[src/hdl/multi_client_watchdog_checkin_top_macros.svh]
// Assertion helpers for the watchdog check-in supervisor.
// Both expect clk and rst in the scope where they are used.
`ifndef MULTI_CLIENT_WATCHDOG_CHECKIN_TOP_MACROS_SVH
`define MULTI_CLIENT_WATCHDOG_CHECKIN_TOP_MACROS_SVH

`ifndef SYNTHESIS
`define MCWD_ASSERT(lbl, prop, msg) \
  lbl: assert property (@(posedge clk) disable iff (rst) (prop)) else $error(msg);
`define MCWD_ASSERT_ALWAYS(lbl, prop, msg) \
  lbl: assert property (@(posedge clk) (prop)) else $error(msg);
`else
`define MCWD_ASSERT(lbl, prop, msg)
`define MCWD_ASSERT_ALWAYS(lbl, prop, msg)
`endif

`endif

[src/hdl/mcwd_pkg.sv]
`timescale 1ns / 1ps

package mcwd_pkg;

  localparam int MAX_CLIENTS_DEF = 31;
  localparam int FORCE_SLOT_DEF  = 0;

  localparam int REQ_W     = 3;
  localparam int ID_W      = 6;
  localparam int STATUS_W  = 2;
  localparam int GRANT_W   = 5;
  localparam int PERIOD_W  = 16;
  localparam int CFG_IDX_W = 1;
  localparam int CFG_W     = 16;

  localparam logic             ENABLED_RST = 1'b1;
  localparam logic [PERIOD_W-1:0] PERIOD_RST = 16'd1000;

  typedef enum logic [CFG_IDX_W-1:0] {
    CFG_ENABLED     = 1'b0,
    CFG_FEED_PERIOD = 1'b1
  } cfg_idx_t;

  typedef enum logic [REQ_W-1:0] {
    REQ_ALLOC   = 3'd0,
    REQ_CHECKIN = 3'd1,
    REQ_PAUSE   = 3'd2,
    REQ_FORCE   = 3'd3,
    REQ_TICK    = 3'd4
  } req_t;

  typedef enum logic [STATUS_W-1:0] {
    ST_OK     = 2'd0,
    ST_NOPERM = 2'd1,
    ST_INVAL  = 2'd2
  } status_t;

endpackage

[src/hdl/multi_client_watchdog_checkin_top.sv]
`timescale 1ns / 1ps

// Watchdog check-in supervisor. One request item is accepted per clock unless
// the master side stalls; its result is registered. The masks, allocator and
// feed countdown are all updated in the single cycle of acceptance, so
// back-to-back items see each other's effects. s_axis_tready falls only while
// a finished result is held by a stalled master side. Configuration writes
// take effect on the next clock and must be issued while the block is idle.
`include "multi_client_watchdog_checkin_top_macros.svh"

module multi_client_watchdog_checkin_top
  import mcwd_pkg::*;
#(
  parameter int MAX_CLIENTS = MAX_CLIENTS_DEF,
  parameter int FORCE_SLOT  = FORCE_SLOT_DEF
) (
  input  logic                 clk,
  input  logic                 rst,

  input  logic                 s_axis_tvalid,
  output logic                 s_axis_tready,
  input  logic [7:0]           s_axis_tdata,   // [5:0] client_id
  input  logic [7:0]           s_axis_tuser,   // [2:0] req_type

  output logic                 m_axis_tvalid,
  input  logic                 m_axis_tready,
  output logic [15:0]          m_axis_tdata,   // [1:0] status, [6:2] granted_id,
                                               // [7] feed_pulse, [8] feed_refused

  input  logic                 cfg_we,
  input  logic [CFG_IDX_W-1:0] cfg_index,
  input  logic [CFG_W-1:0]     cfg_data
);

  // mask covers the reserved slot even when it lies above the client range
  localparam int MW  = (MAX_CLIENTS > FORCE_SLOT) ? MAX_CLIENTS : FORCE_SLOT + 1;
  localparam int NCW = $clog2(MW + 2);
  localparam logic [NCW-1:0] NC_RST = (FORCE_SLOT == 0) ? NCW'(1) : NCW'(0);

  typedef struct packed {
    status_t             status;
    logic [GRANT_W-1:0]  granted_id;
    logic                feed_pulse;
    logic                feed_refused;
  } result_t;

  logic                enabled;
  logic [PERIOD_W-1:0] feed_period_ticks;

  logic [MW-1:0]       pending;
  logic [MW-1:0]       pending_next;
  logic [MW-1:0]       req_mask;
  logic [MW-1:0]       req_mask_next;
  logic [NCW-1:0]      next_client;
  logic [NCW-1:0]      next_client_next;
  logic                ids_exhausted;
  logic                ids_exhausted_next;
  logic [PERIOD_W-1:0] countdown;
  logic [PERIOD_W-1:0] countdown_next;

  result_t             res;
  result_t             res_next;

  logic                accept;
  logic [REQ_W-1:0]    in_req;
  logic [ID_W-1:0]     in_id;
  logic                id_ok;
  logic [MW-1:0]       id_bit;
  logic [MW-1:0]       force_bit;
  logic [NCW-1:0]      nc_inc;
  logic [NCW-1:0]      nc_skip;

  assign s_axis_tready = !m_axis_tvalid || m_axis_tready;
  assign accept        = s_axis_tvalid && s_axis_tready;
  assign in_req        = s_axis_tuser[REQ_W-1:0];
  assign in_id         = s_axis_tdata[ID_W-1:0];

  assign id_ok     = (ID_W+1)'(in_id) < (ID_W+1)'(MAX_CLIENTS);
  assign id_bit    = MW'(1) << in_id;
  assign force_bit = MW'(1) << FORCE_SLOT;
  assign nc_inc    = next_client + NCW'(1);
  assign nc_skip   = (nc_inc == NCW'(FORCE_SLOT)) ? nc_inc + NCW'(1) : nc_inc;

  always_comb begin
    pending_next       = pending;
    req_mask_next      = req_mask;
    next_client_next   = next_client;
    ids_exhausted_next = ids_exhausted;
    countdown_next     = countdown;
    res_next           = '{status: ST_OK, granted_id: '0, feed_pulse: 1'b0,
                           feed_refused: 1'b0};

    if (!enabled) begin
      res_next.status = ST_NOPERM;
    end else begin
      case (in_req)
        REQ_ALLOC: begin
          if (ids_exhausted || next_client >= NCW'(MAX_CLIENTS)) begin
            ids_exhausted_next = 1'b1;
            res_next.status    = ST_NOPERM;
          end else begin
            res_next.granted_id = GRANT_W'(next_client);
            if (nc_skip >= NCW'(MAX_CLIENTS)) begin
              // saturate on the last id
              ids_exhausted_next = 1'b1;
              next_client_next   = NCW'(MAX_CLIENTS - 1);
            end else begin
              next_client_next = nc_skip;
            end
          end
        end
        REQ_CHECKIN: begin
          if (!id_ok) begin
            res_next.status = ST_INVAL;
          end else begin
            pending_next  = pending | id_bit;
            req_mask_next = req_mask | id_bit;
          end
        end
        REQ_PAUSE: begin
          if (!id_ok) begin
            res_next.status = ST_INVAL;
          end else begin
            pending_next  = pending & ~id_bit;
            req_mask_next = req_mask & ~id_bit;
          end
        end
        REQ_FORCE: begin
          req_mask_next = req_mask | force_bit;
        end
        REQ_TICK: begin
          if (countdown == '0) begin
            if (pending == req_mask) begin
              pending_next        = '0;
              res_next.feed_pulse = 1'b1;
            end else begin
              res_next.feed_refused = 1'b1;
            end
            countdown_next = (feed_period_ticks == '0) ? '0
                                                       : feed_period_ticks - PERIOD_W'(1);
          end else begin
            countdown_next = countdown - PERIOD_W'(1);
          end
        end
        default: begin
          res_next.status = ST_NOPERM;
        end
      endcase
    end
  end

  always_ff @(posedge clk) begin
    if (rst) begin
      enabled           <= ENABLED_RST;
      feed_period_ticks <= PERIOD_RST;
    end else if (cfg_we) begin
      case (cfg_index)
        CFG_ENABLED:     enabled           <= cfg_data[0];
        CFG_FEED_PERIOD: feed_period_ticks <= cfg_data[PERIOD_W-1:0];
        default: begin
        end
      endcase
    end
  end

  always_ff @(posedge clk) begin
    if (rst) begin
      pending       <= '0;
      req_mask      <= '0;
      next_client   <= NC_RST;
      ids_exhausted <= (NCW'(MAX_CLIENTS) <= NC_RST);
      countdown     <= '0;
      m_axis_tvalid <= 1'b0;
    end else begin
      if (accept) begin
        pending       <= pending_next;
        req_mask      <= req_mask_next;
        next_client   <= next_client_next;
        ids_exhausted <= ids_exhausted_next;
        countdown     <= countdown_next;
        m_axis_tvalid <= 1'b1;
      end else if (m_axis_tready) begin
        m_axis_tvalid <= 1'b0;
      end
    end
  end

  always_ff @(posedge clk) begin
    if (accept) begin
      res <= res_next;
    end
  end

  assign m_axis_tdata = 16'({res.feed_refused, res.feed_pulse, res.granted_id, res.status});

  `MCWD_ASSERT(a_pending_in_mask, (pending & ~req_mask) == '0,
               "pending check-in outside the required mask")
  `MCWD_ASSERT(a_exhausted_saturates,
               ids_exhausted |-> (next_client == NCW'(MAX_CLIENTS - 1)),
               "allocator exhausted but counter not saturated")
  `MCWD_ASSERT(a_feed_clears_pending, (accept && res_next.feed_pulse) |=> (pending == '0),
               "feed issued without clearing pending check-ins")
  `MCWD_ASSERT(a_feed_exclusive, m_axis_tvalid |-> !(res.feed_pulse && res.feed_refused),
               "feed pulse and refusal in one result")
  `MCWD_ASSERT(a_grant_only_ok,
               (m_axis_tvalid && res.granted_id != '0) |-> (res.status == ST_OK),
               "id granted on a failed request")
  `MCWD_ASSERT_ALWAYS(a_reset_idle, rst |=> !m_axis_tvalid,
                      "result valid right after reset")

endmodule
[config.mk]
export PLATFORM = sky130hd
export DESIGN_NAME = multi_client_watchdog_checkin_top
export DESIGN_NICKNAME = d
export VERILOG_FILES = /design/src/hdl/mcwd_pkg.sv /design/src/hdl/multi_client_watchdog_checkin_top.sv
export VERILOG_INCLUDE_DIRS = /design/src /design/src/hdl
export SDC_FILE = /design/constraint.sdc
export NUM_CORES = 1
export LEC_CHECK = 0
export ABC_AREA = 1
export BUFFER_PORTS_ARGS = -buffer_cell sky130_fd_sc_hd__buf_4
export CORE_ASPECT_RATIO = 1.1
export CORE_MARGIN = 2
export CORE_UTILIZATION = 50
export DETAILED_ROUTE_END_ITERATION = 10
export HOLD_SLACK_MARGIN = 0.15
export PLACE_DENSITY = 0.69
export SYNTH_ARGS = -nofsm -noshare
export SYNTH_HDL_FRONTEND = slang
export SYNTH_SLANG_ARGS = --single-unit
[constraint.sdc]
create_clock -name clk -period 2.9 [get_ports clk]
set_input_delay 0.29 -clock clk [delete_from_list [all_inputs] [get_ports clk]]
set_output_delay 0.29 -clock clk [all_outputs]
set_load 0.01 [all_outputs]
==> results by group, run 1 <==
Route
  – Count of routing violations after the opening detailed-route iteration: around 490
  – Via count: roughly 6400
  – Via-per-instance ratio: roughly 5.3
  – Average detailed-routed wire length per instance: ~14 µm
  – Router iterations before antenna repair: 5
  – Post-route ant nets: 0
  – Number of design rule violations left after detail routing: 0
  – Total Wirelength: 16300 µm

Clock network
  – Number of H-tree levels: 3
  – Sinks on Clock Net: 112
  – CTS tree: yes
  – Longest Clk Path Bufs: 2
  – Worst-Skew Late Latency: between 0.3 and 0.4 ns
  – Post CTS Setup Buffer Count: 0
  – Cts bufs inserted: 9
  – Clock slew at the register clock pins of the worst setup and hold paths: 0.08 ns
  – Root buffer selected by CTS: clkbuf_16

Timing
  – Final Max Slew Viols: 0
  – RSZ-0062 raised after global routing: no
  – Final number of setup-violating endpoints: 0
  – Final hold violations: 0
  – Worst-case setup margin in the final layout: about 0.72 ns
  – Worst Tran Pin Value: 0.937 ns
  – Final critical delay including setup and external delays: approximately 2.2 ns
  – Final cycle utilization of the critical path: 75.3%
  – Slew Limit Headroom: 37.4%
  – Highest Clock Rate: 458 MHz
  – Hold_ws: 0.161 ns
  – Layout Skew: 0.0129 ns
  – Total negative slack: 0 ns

Critical path
  – CP bufs+invs: 3
  – Slowest stage cell on the critical path: dfxtp_1
  – Worst r2r dst: pending[30]$_SDFFE_PP0P_
  – CP Capture Type: flop
  – Critical setup path kind: reg2reg
  – Delay of the slowest cell on the worst path: 0.35 ns
  – Required time reported for the critical path endpoint: around 3.2 ns
  – Largest delay contributor family on the critical path: simple AND/OR/NAND/NOR gates
  – Element type at the critical path start: flop
  – Slack of the worst reg-to-reg path: 0.72 ns
  – R2R Path Start: countdown[0]$_SDFFE_PP0P_
  – Data arrival at the endpoint of the critical path: around 2.5 ns
  – Series of cell instances along the critical path: inv_1 -> ha_1 -> nand2_1 -> nor2_1 -> nand3_4 -> clkinv_2 -> nand3_2 -> nand2_4 -> buf_4 -> nand3_1 -> a21oi_1
  – Register-to-Register Path Depth: 11
  – Max FO, Critical Path: 17

Pwr
  – Int Pwr: between 0.002 and 0.0025 W
  – Sequential Power Share: about 48%
  – Switch Pwr: between 0.0009 and 0.001 W
  – Portion of total power attributed to combinational logic: between 10% and 20%
  – Proportion of total power due to net switching: approximately 29%
  – Power Density: 460 nW/µm²
  – Clk pwr share: between 30% and 40%
  – Reported leakage power: between 3 and 4 nW
  – Final total power: 0.00339 W
  – Highest ir drop seen on vdd: roughly 0.27 mV

Job
  – Maximum capacitance violations: 0

Placement
  – Post-Place Setup Slack: 0.633 ns
  – IO Port Bufs: 41
  – Post-detailed-placement half-perimeter wirelength: approximately 11000 µm
  – Final estimated routing congestion in global placement: 0.880
  – Placed cells: roughly 1200

Global route
  – Largest net degree at the start of global routing: 57
  – Global-route wire length before repair: roughly 27000 µm
  – Antenna violations before repair: 0
  – Number of global-route vias before repair: roughly 5700
  – Gr usage total: a little under a quarter
  – Global-route congestion overflow total: 0

Status
  – Status: completed

Cells and area
  – Relative area change from synthesis to final layout: 9.93%
  – Leading cell type in the layout, fill and taps excluded: nand2_1
  – Ant. Diodes: 0
  – Most used cells in the layout excluding fill and tap cells: 190 x nand2_1, 135 x nor2_1, 105 x inv_1
  – Number of nets in the final layout: 1075
  – Layout Cells excl Fill: between 1000 and 1500
  – Layout cell share with drive strength beyond 1: about a tenth
  – Area taken by flip-flops and latches: roughly 2300 µm²
  – Count of filler cells inserted in the layout: 1319
  – Footprint of the multi-input gates: 3670 µm²

Floorplanning
  – Starting utilization of the core area: 51.0%
  – Number of rows created at floorplan: 44
  – Core outline area: about 13000 µm²
  – DIE AREA: ~14000 µm²
  – I/O pins: 56
  – Die extent in x: 114 µm
  – Height of the die: between 100 and 150 µm

Worst hold path
  – Worst hold start: cfg_data[5]
  – WHS Endpoint: feed_period_ticks[5]$_SDFFE_PP1P_
  – Hold/Removal Path Class: in2reg
  – Worst Hold Depth: 3

Synthesis
  – Cells after Synth: 1004
  – Distinct cell type count of the synthesized netlist: 44
  – Average cell area after synthesis: approximately 6.7 µm²
  – Share of synthesized area occupied by flip-flops and latches: between 30% and 40%
  – Register bit total from synthesis: approximately 110
  – Number of warning messages in the yosys log: 0
  – Post-synth design cell area: between 6000 and 7000 µm²
## metrics by stage
stage | utilization [%] | cell area [µm²]
CTS | 56.0 | 7370
detailed placement | 53.5 | 7040
floorplan | - | 6730
global route | 56.0 | 7370
finish | 56.0 | 7370
global placement | 53.5 | 7040
## power groups by stage
stage / clock (W) / sequential (W) / combinational, W
final: 0.00122 / 0.00162 / 0.000554
after global routing: 0.00130 / 0.00162 / 0.000620
after CTS: 0.00124 / 0.00162 / 0.000554
after detailed placement: 0 / 0.00165 / 0.000546
after global placement: 0 / 0.00165 / 0.000543
after floorplan: 0 / 0.00165 / 0.000398
## worst min-delay path, cell delays in order
cell and delay, ns:
buf_4 0.08, nand2_1 0.05, o211ai_1 0.07
## layout make-up
type | count | share of cell area (%)
clock buffers | 12 | 3.48
clock inverters | 4 | 0.374
inverters | 113 | 5.81
multi-input cells | 735 | 49.8
flip-flops and latches | 112 | 31.6
well taps | 161 | 2.73
repair buffers | 59 | 6.18
## cells in the mapped netlist
| cell type | instances | area share (%) |
|---|---|---|
| or2_2 | 1 | 0.093 |
| nand2_1 | 190 | 11 |
| o21ai_0 | 78 | 5.8 |
| a21oi_1 | 89 | 6.6 |
| a221oi_1 | 2 | 0.26 |
| nor2_4 | 4 | 0.67 |
| a22oi_1 | 1 | 0.11 |
| nor3_1 | 22 | 1.6 |
| o21ai_1 | 15 | 1.1 |
| xnor2_1 | 15 | 2.0 |
| edfxtp_1 | 9 | 4.0 |
| a211oi_1 | 1 | 0.11 |
| nand3_4 | 1 | 0.26 |
| conb_1 | 1 | 0.056 |
| xor2_1 | 17 | 2.2 |
| inv_4 | 1 | 0.093 |
| o31ai_1 | 20 | 2.2 |
| nor2b_1 | 1 | 0.093 |
| o21a_1 | 2 | 0.22 |
| nand3_1 | 65 | 4.9 |
| o21ai_2 | 2 | 0.26 |
| buf_4 | 9 | 1.0 |
| o22ai_1 | 1 | 0.093 |
| ha_1 | 7 | 1.3 |
| nor2_1 | 135 | 7.6 |
| inv_1 | 105 | 5.9 |
| nand3_2 | 1 | 0.15 |
| o211ai_1 | 7 | 0.78 |
| nand4_1 | 11 | 1.0 |
| inv_2 | 6 | 0.34 |
| clkbuf_1 | 20 | 1.1 |
| a31oi_1 | 18 | 1.7 |
| nand2_2 | 7 | 0.65 |
| nor4_1 | 2 | 0.19 |
| buf_2 | 12 | 0.90 |
| clkinv_2 | 1 | 0.075 |
| o22ai_2 | 1 | 0.19 |
| clkbuf_2 | 1 | 0.075 |
| dfxtp_1 | 103 | 31 |
| nor3b_1 | 3 | 0.34 |
| nor3_4 | 1 | 0.24 |
| buf_6 | 8 | 1.3 |
| nor2_2 | 6 | 0.56 |
| nand2_4 | 2 | 0.34 |
## state kept, by name (all words and copies together), names as in the netlist
register and cells:
countdown 16, enabled 1, feed_period_ticks 16, ids_exhausted 1, m_axis_tdata 9, m_axis_tvalid 1
next_client 6, pending 31, req_mask 31
## layer usage
layer	track usage (%)	part of all wire [%]
met5	0	0
met4	9.54	2.3
met3	3.01	4.1
met2	37.6	46
met1	31.2	48
## how the worst max path moves through the flow
stage | slack [ns] | startpoint | to | cells past startpoint
global route | 0.52 | countdown[0]$_SDFFE_PP0P_ | pending[17]$_SDFFE_PP0P_ | 11
floorplan | 1.23 | countdown[0]$_SDFFE_PP0P_ | pending[1]$_SDFFE_PP0P_ | 12
detailed placement | 0.63 | s_axis_tuser[2] | pending[24]$_SDFFE_PP0P_ | 9
CTS | 0.71 | countdown[0]$_SDFFE_PP0P_ | pending[30]$_SDFFE_PP0P_ | 11
finish | 0.72 | countdown[0]$_SDFFE_PP0P_ | pending[30]$_SDFFE_PP0P_ | 11
global placement | 0.67 | s_axis_tuser[1] | pending[22]$_SDFFE_PP0P_ | 11
## kinds of logic (layout without fill, tap and decap cells)
family / after synthesis / in the layout / share of synthesized area, %
AO/OA/AOI/OAI: 237 / 237 / 19.5
XOR/XNOR: 32 / 32 / 4.18
adder cells (fa/ha/maj): 7 / 7 / 1.31
buffers and inverters: 163 / 188 / 10.8
flip-flops: 112 / 112 / 34.8
other: 1 / 7 / 0.0559
AND/OR/NAND/NOR: 452 / 452 / 29.3
## what timing repair did
item	4_1_cts	5_1_grt
gates resized for setup	0	0
hold buffers	5	0
hold endpoints to repair	5	0
Note: power is estimated with default switching activity, not from simulation.
==> run 2, diff against run 1 <==
--- a/config.mk
+++ b/config.mk
@@ -13,7 +13,7 @@
 export CORE_UTILIZATION = 50
 export DETAILED_ROUTE_END_ITERATION = 10
 export HOLD_SLACK_MARGIN = 0.15
-export PLACE_DENSITY = 0.69
+export PLACE_DENSITY = 0.71
 export SYNTH_ARGS = -nofsm -noshare
 export SYNTH_HDL_FRONTEND = slang
 export SYNTH_SLANG_ARGS = --single-unit
==> constraint.sdc (replaced) <==
create_clock -name clk -period 2 [get_ports clk]
set_input_delay 0.2 -clock clk [delete_from_list [all_inputs] [get_ports clk]]
set_output_delay 0.2 -clock clk [all_outputs]
set_load 0.01 [all_outputs]
==> run 2 against run 1 <==
Hold slack worse by 0.0026 ns. Clock power up 71%. Global-route usage up 0.94 points. Total power up 57%. Critical path type is now in2reg.
==> results by group, run 2 (synthesis gave the netlist of run 1 again) <==
Timing
  – Final cycle utilization of the critical path: a little over 90%
  – Final hold violations: 0 (unchanged)
  – Worst Tran Pin Value: 0.546 ns (-0.392 ns)
  – Final Max Slew Viols: 0 (unchanged)
  – Final critical delay including setup and external delays: ~1.8 ns
  – Highest Clock Rate: 542 MHz
  – Final number of setup-violating endpoints: 0 (unchanged)
  – Layout Skew: 0.0146 ns (+0.00172 ns)
  – Slew Limit Headroom: 63.3% (+26 points)

Critical path
  – Worst r2r dst: countdown[13]$_SDFFE_PP0P_
  – Critical setup path kind: in2reg
  – CP bufs+invs: 4 (+1)
  – R2R Path Start: countdown[2]$_SDFFE_PP0P_
  – Logic depth of the worst path, buffers included: 11 (unchanged)
  – Slowest stage cell on the critical path: dlygate4sd3_1
  – Critical Path Sink: req_mask[14]$_SDFFE_PP0P_
  – Delay of the slowest cell on the worst path: 0.53 ns (+0.18 ns)
  – Crit-path most repeated cell: nand2_2
  – Register-to-Register Path Depth: 11 (unchanged)
  – Worst setup path startpoint: m_axis_tready
  – Series of cell instances along the critical path: dlygate4sd3_1 -> buf_4 -> inv_1 -> nand2_2 -> nand2_2 -> nor2_4 -> nand2_2 -> nor3_4 -> inv_2 -> nor2_1 -> nor3_1
  – Element type at the critical path start: input pin
  – Data arrival at the endpoint of the critical path: 2.08 ns (-0.39 ns)
  – Required time reported for the critical path endpoint: 2.24 ns (-0.94 ns)
  – Max FO, Critical Path: 26 (+9)
  – Slack of the worst reg-to-reg path: 0.20 ns (-0.52 ns)
  – Largest delay contributor family on the critical path: simple AND/OR/NAND/NOR gates
  – CP Capture Type: flop

Route
  – Number of design rule violations left after detail routing: 0 (unchanged)
  – Via count: 6584 (+2.9%)
  – Average detailed-routed wire length per instance: 13.6 µm (about the same)
  – Post-route ant nets: 0 (unchanged)
  – Router iterations before antenna repair: 5 (unchanged)
  – Via-per-instance ratio: 5.36 (+0.26%)
  – Count of routing violations after the opening detailed-route iteration: 406 (-16%)
  – Total Wirelength: 16700 µm (+2.6%)

Clock network
  – Worst-Skew Late Latency: 0.37 ns (about the same)
  – Cts bufs inserted: 9 (unchanged)
  – Number of H-tree levels: 3 (unchanged)
  – Clock slew at the register clock pins of the worst setup and hold paths: 0.08 ns (about the same)
  – Root buffer selected by CTS: clkbuf_16
  – CTS tree: yes
  – Sinks on Clock Net: 112 (unchanged)
  – Longest Clk Path Bufs: 2 (unchanged)

Pwr
  – Portion of total power attributed to combinational logic: 16.7% (+0.4 points)
  – Int Pwr: 0.00388 W (+61%)
  – Final total power: 0.00533 W (+57%)
  – Highest ir drop seen on vdd: 0.415 mV (+53%)
  – Sequential Power Share: 44.1% (-3.7 points)
  – Clk pwr share: 39.2% (+3.3 points)
  – Switch Pwr: 0.00145 W (+47%)
  – Reported leakage power: 3.25 nW (+6.0%)
  – Proportion of total power due to net switching: 27.2% (-1.8 points)
  – Power Density: 689 nW/µm² (+50%)

Cells and area
  – Leading cell type in the layout, fill and taps excluded: nand2_1
  – Ant. Diodes: 0 (unchanged)
  – Layout cell share with drive strength beyond 1: 11.9% (+2.0 points)
  – Registers with the most flip-flops: pending: 31 flops, req_mask: 31 flops
  – Post-route cell area: 7730 µm² (+4.9%)
  – Relative area change from synthesis to final layout: 15.3%
  – Most used cells in the layout excluding fill and tap cells: 190 x nand2_1, 133 x nor2_1, 104 x inv_1
  – Number of nets in the final layout: 1107 (+3.0%)

Global route
  – Largest net degree at the start of global routing: 32 (-44%)
  – Global-route congestion overflow total: 0 (unchanged)
  – Antenna violations before repair: 0 (unchanged)
  – Global-route wire length before repair: 28300 µm (+3.9%)
  – Gr usage total: 24.2% (+0.94 points)
  – Number of global-route vias before repair: 6082 (+6.2%)

Placement
  – Post-detailed-placement half-perimeter wirelength: 11400 µm (+2.5%)
  – Final estimated routing congestion in global placement: 0.861 (-2.1%)
  – DP Area: 7190 µm² (+2.2%)
  – IO Port Bufs: 41 (unchanged)

Floorplanning
  – Height of the die: 125 µm (unchanged)
  – DIE AREA: 14400 µm² (unchanged)
  – Number of rows created at floorplan: 44 (unchanged)
  – Starting utilization of the core area: 51.0% (unchanged)
  – I/O pins: 56 (unchanged)
  – Die extent in x: 114 µm (unchanged)
  – Core outline area: 13200 µm² (unchanged)

Status
  – Status: completed

Worst hold path
  – Hold/Removal Path Class: in2reg

Job
  – Maximum capacitance violations: 0 (unchanged)
[run 2: worst min-delay path by stage]
stage,start,endpoint,depth (start not counted)
global route,cfg_data[11],feed_period_ticks[11]$_SDFFE_PP0P_,3
detailed placement,cfg_data[7],feed_period_ticks[7]$_SDFFE_PP1P_,3
global placement,cfg_data[7],feed_period_ticks[7]$_SDFFE_PP1P_,3
CTS,cfg_index,enabled$_SDFFE_PP1P_,3
floorplan,cfg_data[7],feed_period_ticks[7]$_SDFFE_PP1P_,2
finish,cfg_data[11],feed_period_ticks[11]$_SDFFE_PP0P_,3
[run 2: metal layers]
metal	GRT usage, %	vias up	share of wire (%)
li1	-	3415	-
met3	3.05	20	4.8
met2	40.5	166	47
met5	0	-	0
met1	31.7	2983	46
met4	8.90	0	1.8
[run 2: layout make-up]
type | count | area (µm²)
well taps | 161 | 201
clock inverters | 4 | 72.6
multi-input cells | 735 | 3680
repair buffers | 91 | 742
inverters | 113 | 428
fillers | 1255 | 5430
flip-flops and latches | 112 | 2330
clock buffers | 12 | 278
[run 2: stage by stage]
step                      cells  hold WS (ns)  utilization [%]  setup TNS [ns]  worst slack [ns]
final                      1228         0.158             58.8               0             0.153
after global routing       1228         0.198             58.8        -0.00800          -0.00800
after CTS                  1227         0.154             58.6               0            0.0622
after detailed placement   1194         0.411             54.7               0             0.155
after global placement     1194         0.410             54.7               0             0.168
after floorplan            1010         0.313                -               0             0.329
[run 2: power groups by stage]
stage	logic, W	registers (W)	clock network, W
2_1_floorplan	0.000577	0.00240	0
3_3_place_gp	0.000836	0.00240	0
3_5_place_dp	0.000840	0.00240	0
4_1_cts	0.000871	0.00235	0.00214
5_1_grt	0.000986	0.00235	0.00221
6_report	0.000891	0.00235	0.00209
[run 2: what timing repair did]
item,CTS,global route
setup buffers,0,1
hold endpoints to repair,17,0
hold buffers,17,0
setup endpoints to repair,0,62
gates resized for setup,0,5
[run 2: worst register-to-register path: stages (launching register included)]
cell and delay (ns):
dfxtp_1 0.33, inv_1 0.08, nand2_1 0.12, nor3_1 0.30, nand2_1 0.18, nor2_1 0.24, nand2_1 0.10, xor2_1 0.15
nand2_1 0.06, nand3_1 0.06, nand2_1 0.06, inv_1 0.03
